### src/hw/rtl/bbf_pkg.sv
// shared types and constants for the rgb box blur filter
`default_nettype none
package bbf_pkg;

  localparam int DEF_MAX_WIDTH  = 2048;
  localparam int DEF_MAX_RADIUS = 7;

  localparam int CFG_IDX_W  = 2;
  localparam int CFG_DATA_W = 13;
  localparam logic [CFG_IDX_W-1:0] CFG_FRAME_WIDTH  = 2'd0;
  localparam logic [CFG_IDX_W-1:0] CFG_FRAME_HEIGHT = 2'd1;
  localparam logic [CFG_IDX_W-1:0] CFG_RADIUS       = 2'd2;

  localparam int WIDTH_REG_W  = 12;
  localparam int HEIGHT_REG_W = 13;
  localparam int RADIUS_REG_W = 3;
  localparam int ROW_W        = 12;
  localparam int CH_W         = 8;
  localparam int PIX_W        = 3 * CH_W;

  localparam logic [WIDTH_REG_W-1:0]  RESET_WIDTH  = 12'd640;
  localparam logic [HEIGHT_REG_W-1:0] RESET_HEIGHT = 13'd480;
  localparam logic [RADIUS_REG_W-1:0] RESET_RADIUS = 3'd2;
  localparam logic [HEIGHT_REG_W-1:0] HEIGHT_LIMIT = 13'd4096;

  typedef struct packed {
    logic take;
    logic ls_write;
    logic cnt_clr;
    logic cs_step;
    logic cs_store;
    logic ws_step;
    logic div_start;
    logic pass_read;
    logic load_blur;
    logic load_pass;
    logic out_done;
  } cmd_t;

  typedef struct packed {
    logic flush;
    logic done;
    logic need_csum;
    logic lag_ok;
    logic lag_ok_q;
    logic interior;
    logic cnt_last;
    logic div_done;
  } sts_t;

endpackage
`default_nettype wire

### src/hw/rtl/bbf_ctrl.sv
// controller state machine sequencing one beat at a time
`default_nettype none
module bbf_ctrl (
  input  wire logic          clk,
  input  wire logic          rst,
  input  wire logic          in_valid,
  output logic               in_ready,
  output logic               out_valid,
  input  wire logic          out_ready,
  input  wire bbf_pkg::sts_t sts,
  output bbf_pkg::cmd_t      cmd
);
  localparam logic [3:0] S_IDLE = 4'd0;
  localparam logic [3:0] S_DEC  = 4'd1;
  localparam logic [3:0] S_WR   = 4'd2;
  localparam logic [3:0] S_CS   = 4'd3;
  localparam logic [3:0] S_CSST = 4'd4;
  localparam logic [3:0] S_EMIT = 4'd5;
  localparam logic [3:0] S_WS   = 4'd6;
  localparam logic [3:0] S_DIVS = 4'd7;
  localparam logic [3:0] S_DIVW = 4'd8;
  localparam logic [3:0] S_PRD  = 4'd9;
  localparam logic [3:0] S_PCAP = 4'd10;
  localparam logic [3:0] S_OUT  = 4'd11;

  logic [3:0] state;
  logic [3:0] state_next;

  assign in_ready  = state == S_IDLE;
  assign out_valid = state == S_OUT;

  always_comb begin
    state_next = state;
    cmd = '0;
    case (state)
      S_IDLE: begin
        cmd.take = in_valid;
        if (in_valid) state_next = S_DEC;
      end
      S_DEC: begin
        if (sts.flush) state_next = sts.done ? S_EMIT : S_IDLE;
        else state_next = S_WR;
      end
      S_WR: begin
        cmd.ls_write = 1'b1;
        cmd.cnt_clr  = 1'b1;
        if (sts.need_csum) state_next = S_CS;
        else state_next = sts.lag_ok ? S_EMIT : S_IDLE;
      end
      S_CS: begin
        cmd.cs_step = 1'b1;
        if (sts.cnt_last) state_next = S_CSST;
      end
      S_CSST: begin
        cmd.cs_store = 1'b1;
        state_next = sts.lag_ok_q ? S_EMIT : S_IDLE;
      end
      S_EMIT: begin
        cmd.cnt_clr = 1'b1;
        state_next = sts.interior ? S_WS : S_PRD;
      end
      S_WS: begin
        cmd.ws_step = 1'b1;
        if (sts.cnt_last) state_next = S_DIVS;
      end
      S_DIVS: begin
        cmd.div_start = 1'b1;
        state_next = S_DIVW;
      end
      S_DIVW: begin
        if (sts.div_done) begin
          cmd.load_blur = 1'b1;
          state_next = S_OUT;
        end
      end
      S_PRD: begin
        cmd.pass_read = 1'b1;
        state_next = S_PCAP;
      end
      S_PCAP: begin
        cmd.load_pass = 1'b1;
        state_next = S_OUT;
      end
      S_OUT: begin
        cmd.out_done = out_ready;
        if (out_ready) state_next = S_IDLE;
      end
      default: state_next = S_IDLE;
    endcase
  end

  always_ff @(posedge clk) begin
    if (rst) state <= S_IDLE;
    else state <= state_next;
  end
endmodule
`default_nettype wire

### config.mk
export PLATFORM = sky130hd
export DESIGN_NAME = bbf_ctrl
export DESIGN_NICKNAME = d
export VERILOG_FILES = /design/src/hw/rtl/bbf_pkg.sv /design/src/hw/rtl/bbf_ctrl.sv
export SDC_FILE = /design/constraint.sdc
export NUM_CORES = 1
export LEC_CHECK = 0
export BUFFER_PORTS_ARGS = -buffer_cell sky130_fd_sc_hd__buf_4
export CAP_MARGIN = 30
export CORE_AREA = 2 2 39 41
export DETAILED_ROUTE_END_ITERATION = 7
export DIE_AREA = 0 0 41 43
export GPL_ROUTABILITY_DRIVEN = 0
export PLACE_DENSITY = 0.66
export SYNTH_ARGS = -nofsm -noshare
export SYNTH_HDL_FRONTEND = slang
export SYNTH_SLANG_ARGS = --single-unit
### constraint.sdc
create_clock -name clk -period 1.7 [get_ports clk]
set_input_delay 0.51 -clock clk [delete_from_list [all_inputs] [get_ports clk]]
set_output_delay 0.51 -clock clk [all_outputs]
set_load 0.05 [all_outputs]
=== After elaboration in Yosys (flattened, before gate mapping) ===
Index checks and enable logic that the tools add are counted.

* Input port bits: 12
* Register bits after elaboration: 4
* Output and inout bits: 13

* Equal/unequal tests: 16
* Reductions and logical operators: 3
* Muxes and demuxes: 24

{| class="wikitable"
|+ Operators with widths
! cell !! number
|-
| one-hot mux 4 bit (12 select lines) || 1
|-
| two-way mux 4 bit || 6
|-
| == test 4 x 3 -> 1 bit, second input constant || 4
|-
| == test 4 bit, second input constant || 4
|-
| two-way mux 3 bit || 5
|-
| two-way mux 1 bit || 12
|-
| == test 4 x 2 -> 1 bit, second input constant || 2
|-
| != test 2 bit, second input constant || 4
|-
| AND reduction 5 bit || 1
|-
| == test 4 x 1 -> 1 bit, second input constant || 1
|-
| zero test 4 bit || 1
|-
| != test 2 x 1 -> 1 bit, second input constant || 1
|-
| OR reduction 2 bit || 1
|}

=== Logic depth before layout (Yosys ltp) ===
Gate-level depths: netlist of the first run.

* Depth after elaboration: 3
* Gate-level depth with buffers: 5

=== Least setup slack after synthesis of the first run ===
Ideal clock, no wire load.

* Kind: register to output
* Start: register state[2]
* End: output cmd[10] (netlist bit)
* Data arrival time: 2731 ps
* Cell stages (with the launch flop): 4
* Buffers on the path: 1
* Setup slack: -1541 ps
* Cell sequence: dfxtp_1 > buf_2 > nor4_1 > and2_1

{| class="wikitable"
|+ RTL lines
! element !! line !! RTL
|-
| from (decl) || bbf_ctrl.sv:26 || <nowiki>logic [3:0] state;</nowiki>
|-
| from (signal assigned) || bbf_ctrl.sv:94 || <nowiki>else state <= state_next;</nowiki>
|-
| to (decl) || bbf_ctrl.sv:11 || <nowiki>output bbf_pkg::cmd_t cmd</nowiki>
|}

==> flow_metrics.py, run 1 <==
metrics = {
    "detailed_routing": {
        "drt_wl_total_um": 1600,
        "detail_route.iter0.violations": 7,
        "ant_nets": 0,
        "routed_via_density": 5.33,
        "detail_route.drc_violations": 0,
        "routedWlPerCell_um": 13.2,
        "drtPass1Iterations": 4,
        "dr_total_vias": 645,
    },
    "clock_network": {
        "clock_path_buffers": 2,
        "clock_sinks": 4,
        "cts_max_level": 1,
        "numCtsBuffers": 3,
        "cts_root_buf": "sky130_fd_sc_hd__clkbuf_4",
        "cts.reportedPaths.clkPinSlew_ns": 0.03,
        "clk-insertion-delay-late_ns": 0.22,
        "tritoncts": "yes",
    },
    "global_route": {
        "maximum_number_of_pins_on_one_net_before_global_route_repair": 10,
        "initial_antenna_violation_count": 0,
        "gr-usage-all-layers_pct": 20.5,
        "grt_overflow_total": 0,
        "grt_pass1_wl_um": 2520,
        "first_global_vias": 592,
    },
    "synth": {
        "yosys.area.top_type_share_pct": 16.9,
        "synth.largest_area_cell": "sky130_fd_sc_hd__dfxtp_1",
        "post_synth_instance_area_um2": 473,
        "synth_sequential_area_ratio_pct": 16.9,
        "yosys.cell_types.count": 29,
        "synthesis.area_per_instance_um2": 7.06,
        "yosys-top-cells-area": "sky130_fd_sc_hd__dfxtp_1 (17%), sky130_fd_sc_hd__mux2i_1 (6.3%), sky130_fd_sc_hd__nor3_1 (6.3%)",
        "synth_seq_cells": 4,
        "syn_nets": 79,
        "yosysWarnings": 0,
        "synth_cells": 67,
    },
    "outcome": {
        "run_status": "finished, violations left",
        "failed_checks": "negative setup slack",
    },
    "timing": {
        "fin_skew_ns": 0.00134,
        "timing.final.setup_violations": 4,
        "setup_repair_after_global_routing_missed_its_margin": "true",
        "finalWorstSetupSlack_ns": -0.0477,
        "timing.final.max_slew_violations": 0,
        "timing.final.hold_violations": 0,
        "timing.final.crit_period_ns": 1.75,
        "fin_crit_sh_pct": 103,
        "timing.max_slew.rel_slack_pct": 81.2,
        "fmax_mhz": 572,
        "tightestPinTransition_ns": 0.281,
    },
    "hold_path": {
        "holdCritStartpoint": "state[0]",
        "hold_path_cell_cnt": 2,
        "type_of_the_most_critical_hold_path": "reg2reg",
        "hold-path-endpoint": "state[0]",
    },
    "setup_path": {
        "crit_path_end_kind": "output pin",
        "worst-r2r-setup-slack_ns": 0.24,
        "worstPathArrival_ns": 1.24,
        "critPathTopFamily": "simple AND/OR/NAND/NOR gates",
        "timing.critical_path.slowest_stage_cell": "sky130_fd_sc_hd__dfxtp_2",
        "timing.critical_path.cells": "buf_6 -> nor4_4 -> and2_4 -> buf_8",
        "timing.critical_path.required_ns": 1.19,
        "critical_path.reg2reg.startpoint": "state[1]",
        "worstReg2RegEnd": "state[0]",
        "crit_type": "reg2out",
        "crit_buf_inv": 2,
        "crit_path_max_incr_delay_ns": 0.33,
        "critPathLaunchType": "flip-flop",
        "reg2regPathDepth": 5,
        "path_max_fanout": 5,
    },
    "floorplan": {
        "dieHeight_um": 43,
        "dieArea_um2": 1760,
        "initial_core_util_pct": 34.2,
        "dieWidth_um": 41,
        "num_io_pins": 25,
        "placeableCoreArea_um2": 1380,
        "num_rows": 14,
    },
    "power_and_ir_drop": {
        "p_per_area_nw_per_um2": 1640,
        "power_mw": 1.61,
        "vdd.ir_drop.worst_mv": 1.03,
        "leakage_nw": 0.434,
    },
    "flow_run": {
        "max_cap_violations": 0,
    },
    "finish": {
        "drive_gt1_share_pct": 63.8,
        "largest_reg_flops": 4,
        "flow.area_growth_from_synthesis_pct": 107,
        "regMostFlops": "state",
        "largest_registers_ranked_by_flip_flop_count": "state: 4 flops",
        "final_net_count": 119,
        "antennaDiodeCount": 0,
    },
    "placement": {
        "preCtsSetupSlack_ns": 0.0800,
        "dp_hpwl_um": 1160,
        "port_buffers": 24,
    },
}
## cell families (layout without fill, tap and decap cells)
group	after synthesis	count (layout)	share of synthesized area, %
flip-flops	4	4	16.9
AND/OR/NAND/NOR	38	38	46.6
buffers and inverters	6	44	5.82
AO/OA/AOI/OAI	16	16	24.3
multiplexers	3	3	6.35
## area by class of cell
cell class / instances / area (um2)
Multi-Input combinational cell: 57 / 482
Fill cell: 105 / 403
Timing Repair Buffer: 39 / 357
Sequential cell: 4 / 92.6
Clock buffer: 3 / 22.5
Tap cell: 16 / 20.0
Inverter: 2 / 7.51
## stage by stage
| stage | util, % | hold slack [ns] | instance area [um2] | instances | setup TNS (ns) |
|---|---|---|---|---|---|
| finish | 70.9 | 0.526 | 981 | 121 | -0.0823 |
| global route | 70.9 | 0.554 | 981 | 121 | -0.408 |
| CTS | 64.6 | 0.515 | 895 | 120 | -0.215 |
| detailed placement | 57.3 | 0.548 | 793 | 111 | 0 |
| global placement | 57.3 | 0.513 | 793 | 111 | 0 |
| floorplan | - | 0.681 | 566 | 67 | -1.20 |
## cell usage after synthesis
| cell | count |
|---|---|
| sky130_fd_sc_hd__nand2_1 | 6 |
| sky130_fd_sc_hd__nor2_1 | 6 |
| sky130_fd_sc_hd__nor3_1 | 6 |
| sky130_fd_sc_hd__a21oi_1 | 5 |
| sky130_fd_sc_hd__buf_2 | 4 |
| sky130_fd_sc_hd__dfxtp_1 | 4 |
| sky130_fd_sc_hd__nor2b_1 | 4 |
| sky130_fd_sc_hd__mux2i_1 | 3 |
| sky130_fd_sc_hd__nand2b_1 | 3 |
| sky130_fd_sc_hd__nand3_1 | 3 |
| sky130_fd_sc_hd__a21o_1 | 2 |
| sky130_fd_sc_hd__and2_1 | 2 |
| sky130_fd_sc_hd__inv_1 | 2 |
| sky130_fd_sc_hd__nor4b_1 | 2 |
| sky130_fd_sc_hd__a211oi_1 | 1 |
| sky130_fd_sc_hd__a31o_1 | 1 |
| sky130_fd_sc_hd__a31oi_1 | 1 |
| sky130_fd_sc_hd__nand2b_4 | 1 |
| sky130_fd_sc_hd__nand3b_1 | 1 |
| sky130_fd_sc_hd__nand4b_1 | 1 |
| sky130_fd_sc_hd__nor4_1 | 1 |
| sky130_fd_sc_hd__o2111a_1 | 1 |
| sky130_fd_sc_hd__o211a_1 | 1 |
| sky130_fd_sc_hd__o21ai_0 | 1 |
| sky130_fd_sc_hd__o311a_1 | 1 |
| sky130_fd_sc_hd__o31ai_1 | 1 |
| sky130_fd_sc_hd__o32ai_1 | 1 |
| sky130_fd_sc_hd__or3_4 | 1 |
| sky130_fd_sc_hd__or3b_2 | 1 |
## cells in the final DEF, fill, tap and decap left out, types with 3 or more instances in the layout
master	instances
sky130_fd_sc_hd__buf_4	25
sky130_fd_sc_hd__a21oi_1	5
sky130_fd_sc_hd__dfxtp_4	3
sky130_fd_sc_hd__mux2i_1	3
sky130_fd_sc_hd__buf_8	3
sky130_fd_sc_hd__nor3_4	3
sky130_fd_sc_hd__clkbuf_4	3
sky130_fd_sc_hd__nand2_1	5
sky130_fd_sc_hd__nand2b_4	3
sky130_fd_sc_hd__nor2_2	3
sky130_fd_sc_hd__nor2b_1	3
sky130_fd_sc_hd__buf_6	11
sky130_fd_sc_hd__nand3_1	3
## what timing repair did
item | 4_1_cts | 5_1_grt
cloned | 1 | 0
pin swaps | 3 | 2
gates resized for setup | 11 | 22
buffers inserted | 5 | 1
endpoints found under the setup margin | 11 | 13
hold buffers | 0 | 0
## worst register-to-register path, delay by kind of cell, from the launching register on
family | cells | cell delay [ns]
flip-flops | 1 | 0.37
multiplexers | 1 | 0.13
AND/OR/NAND/NOR | 1 | 0.46
buffers and inverters | 1 | 0.18
AO/OA/AOI/OAI | 2 | 0.25
## routing by layer
metal / wire length, um / GRT usage [%]
met1: 639 / 26.1
met2: 846 / 33.8
met3: 111 / 3.14
met4: 0 / 6.00
met5: 0 / 0
## worst max path at each step
stage	start	endpoint	slack (ns)	cells after the start
final	state[2]	cmd[10]	-0.05	4
after global routing	state[2]	cmd[10]	-0.12	4
after CTS	state[0]	cmd[8]	-0.06	4
after detailed placement	state[3]	cmd[2]	0.08	3
after global placement	state[3]	cmd[2]	0.08	3
after floorplan	state[1]	cmd[10]	-0.34	3
## power by group
part / internal, mW / leakage [nW] / switching (mW)
clock network: 0.0784 / 0.0138 / 0.0309
registers: 0.151 / 0.0353 / 0.0941
logic: 0.576 / 0.385 / 0.681
No activity file was read; power rests on OpenSTA's default activity.
==> run 2: changes to the inputs <==
--- a/config.mk
+++ b/config.mk
@@ -8,6 +8,7 @@
 export BUFFER_PORTS_ARGS = -buffer_cell sky130_fd_sc_hd__buf_4
 export CAP_MARGIN = 30
 export CORE_AREA = 2 2 39 41
+export CTS_BUF_LIST = sky130_fd_sc_hd__clkbuf_8
 export DETAILED_ROUTE_END_ITERATION = 7
 export DIE_AREA = 0 0 41 43
 export GPL_ROUTABILITY_DRIVEN = 0
==> run 2 against run 1 <==
Net effect:
- worst hold slack better by 0.0028 ns
- cell count is 0.83% lower
- register-to-register slack worse by 0.03 ns
- clock power is 74% higher
- clock skew hardly changed
- setup slack better by 0.024 ns
- the run still ends with negative setup slack left
- total power is 1.6% lower
- largest cell class unchanged
==> flow_metrics.py, run 2 (synthesis gave the netlist of run 1 again) <==
metrics = {
    "timing": {
        "timing.max_slew.rel_slack_pct": 81.0,
        "fin_skew_ns": 0.00136,
        "finalWorstSetupSlack_ns": -0.0239,
        "fin_crit_sh_pct": 101,
        "tightestPinTransition_ns": 0.284,
        "fmax_mhz": 580,
        "timing.final.hold_violations": 0,
        "timing.final.max_slew_violations": 0,
        "setup_repair_after_global_routing_missed_its_margin": "true",
        "timing.final.setup_violations": 2,
        "timing.final.crit_period_ns": 1.72,
    },
    "power_and_ir_drop": {
        "vdd.ir_drop.worst_mv": 0.953,
        "power_mw": 1.58,
        "p_per_area_nw_per_um2": 1650,
        "leakage_nw": 0.433,
    },
    "clock_network": {
        "cts_max_level": 1,
        "clock_path_buffers": 2,
        "clock_sinks": 4,
        "clk-insertion-delay-late_ns": 0.21,
        "cts_root_buf": "sky130_fd_sc_hd__clkbuf_8",
        "cts-hold-fix-buffers": 0,
        "numCtsBuffers": 3,
        "cts.reportedPaths.clkPinSlew_ns": 0.03,
        "tritoncts": "yes",
    },
    "global_route": {
        "maximum_number_of_pins_on_one_net_before_global_route_repair": 10,
        "initial_antenna_violation_count": 0,
        "groute.layer.met2.usage_pct": 33.1,
        "gr-usage-all-layers_pct": 20.0,
        "grt_busiest_layer": "met2",
        "grt.met1_usage_pct": 25.1,
        "grt_pass1_wl_um": 2450,
        "grt_overflow_total": 0,
        "first_global_vias": 586,
        "grtUsageMet3_pct": 1.57,
    },
    "detailed_routing": {
        "drtPass1Iterations": 4,
        "ant_nets": 0,
        "routedWlPerCell_um": 12.9,
        "routed_via_density": 5.27,
        "dr_total_vias": 632,
        "detail_route.iter0.violations": 7,
        "drt_wl_total_um": 1550,
        "detail_route.drc_violations": 0,
    },
    "floorplan": {
        "initial_core_util_pct": 34.2,
        "placeableCoreArea_um2": 1380,
        "dieWidth_um": 41,
        "dieArea_um2": 1760,
        "dieHeight_um": 43,
        "num_io_pins": 25,
        "num_rows": 14,
    },
    "setup_path": {
        "timing.critical_path.required_ns": 1.19,
        "crit_type": "reg2out",
        "crit_path_end_kind": "output pin",
        "critPathLaunchType": "flip-flop",
        "path_max_fanout": 5,
        "worstPathArrival_ns": 1.21,
    },
    "finish": {
        "largest_registers_ranked_by_flip_flop_count": "state: 4 flops",
        "final_net_count": 118,
        "largest_reg_flops": 4,
        "antennaDiodeCount": 0,
        "regMostFlops": "state",
        "final_cell_mix": "sky130_fd_sc_hd__buf_4 (24), sky130_fd_sc_hd__buf_6 (12), sky130_fd_sc_hd__a21oi_1 (5), sky130_fd_sc_hd__nand2_1 (5)",
        "filler_cell_count": 105,
        "layout_commonest_cell": "sky130_fd_sc_hd__buf_4",
        "flow.area_growth_from_synthesis_pct": 103,
        "drive_gt1_share_pct": 60.6,
        "postLayoutCoreUtil_pct": 69.5,
    },
    "placement": {
        "dp_hpwl_um": 1160,
        "port_buffers": 24,
    },
    "flow_run": {
        "max_cap_violations": 0,
    },
    "outcome": {
        "failed_checks": "negative setup slack",
        "run_status": "finished, violations left",
    },
    "hold_path": {
        "type_of_the_most_critical_hold_path": "reg2reg",
    },
}
## run 2: cell count changes in the layout (fill, tap and decap cells not counted), sizes merged
cell / change
buf: -1
## run 2: final timing paths
check        slack [ns]  cells past startpoint  endpoint      from
min reg2reg        0.53                      2  state[0]  state[0]
max reg2reg        0.21                      5  state[3]  state[0]
min                0.53                      2  state[0]  state[0]
max               -0.02                      4   cmd[10]  state[2]
## run 2: what timing repair did
item | CTS | global route
setup endpoints to repair | 9 | 12
resized for setup | 11 | 13
pin swaps | 3 | 1
cloned | 1 | 0
endpoints found under the hold margin | 0 | 0
buffers inserted | 5 | 0
## run 2: cell type report
cell class	instances	area, um2	share of cell area (%)
Clock buffer	3	41.3	4.29
Inverter	2	7.51	0.780
Multi-Input combinational cell	57	465	48.4
Sequential cell	4	92.6	9.62
Tap cell	16	20.0	2.08
Timing Repair Buffer	38	335	34.9
## run 2: worst max-delay path, cell delays in order, from the launching register on
cell                      delay, ns
sky130_fd_sc_hd__dfxtp_2       0.32
sky130_fd_sc_hd__buf_6         0.13
sky130_fd_sc_hd__nor4_4        0.23
sky130_fd_sc_hd__and2_4        0.19
sky130_fd_sc_hd__buf_8         0.13
## run 2: layer usage
metal	vias up	routed length, um	part of all wire, %
li1	323	-	-
met1	289	665	43
met2	18	807	52
met3	2	65	4.2
met4	0	8	0.52
met5	-	0	0
## run 2: through the flow
stage / setup slack [ns] / TNS (ns) / hold slack (ns) / std cells / instance area [um2]
floorplan: -0.338 / -1.20 / 0.681 / 67 / 566
global placement: 0.0837 / 0 / 0.513 / 111 / 793
detailed placement: 0.0800 / 0 / 0.548 / 111 / 793
CTS: -0.0354 / -0.0991 / 0.514 / 120 / 913
global route: -0.0877 / -0.267 / 0.552 / 120 / 962
finish: -0.0239 / -0.0240 / 0.529 / 120 / 962
## run 2: report_power, final
part           leakage (nW)  total, mW  internal, mW  switching (mW)
combinational         0.376       1.16         0.505           0.651
sequential           0.0353      0.239         0.151          0.0888
clock                0.0216      0.190         0.150          0.0401
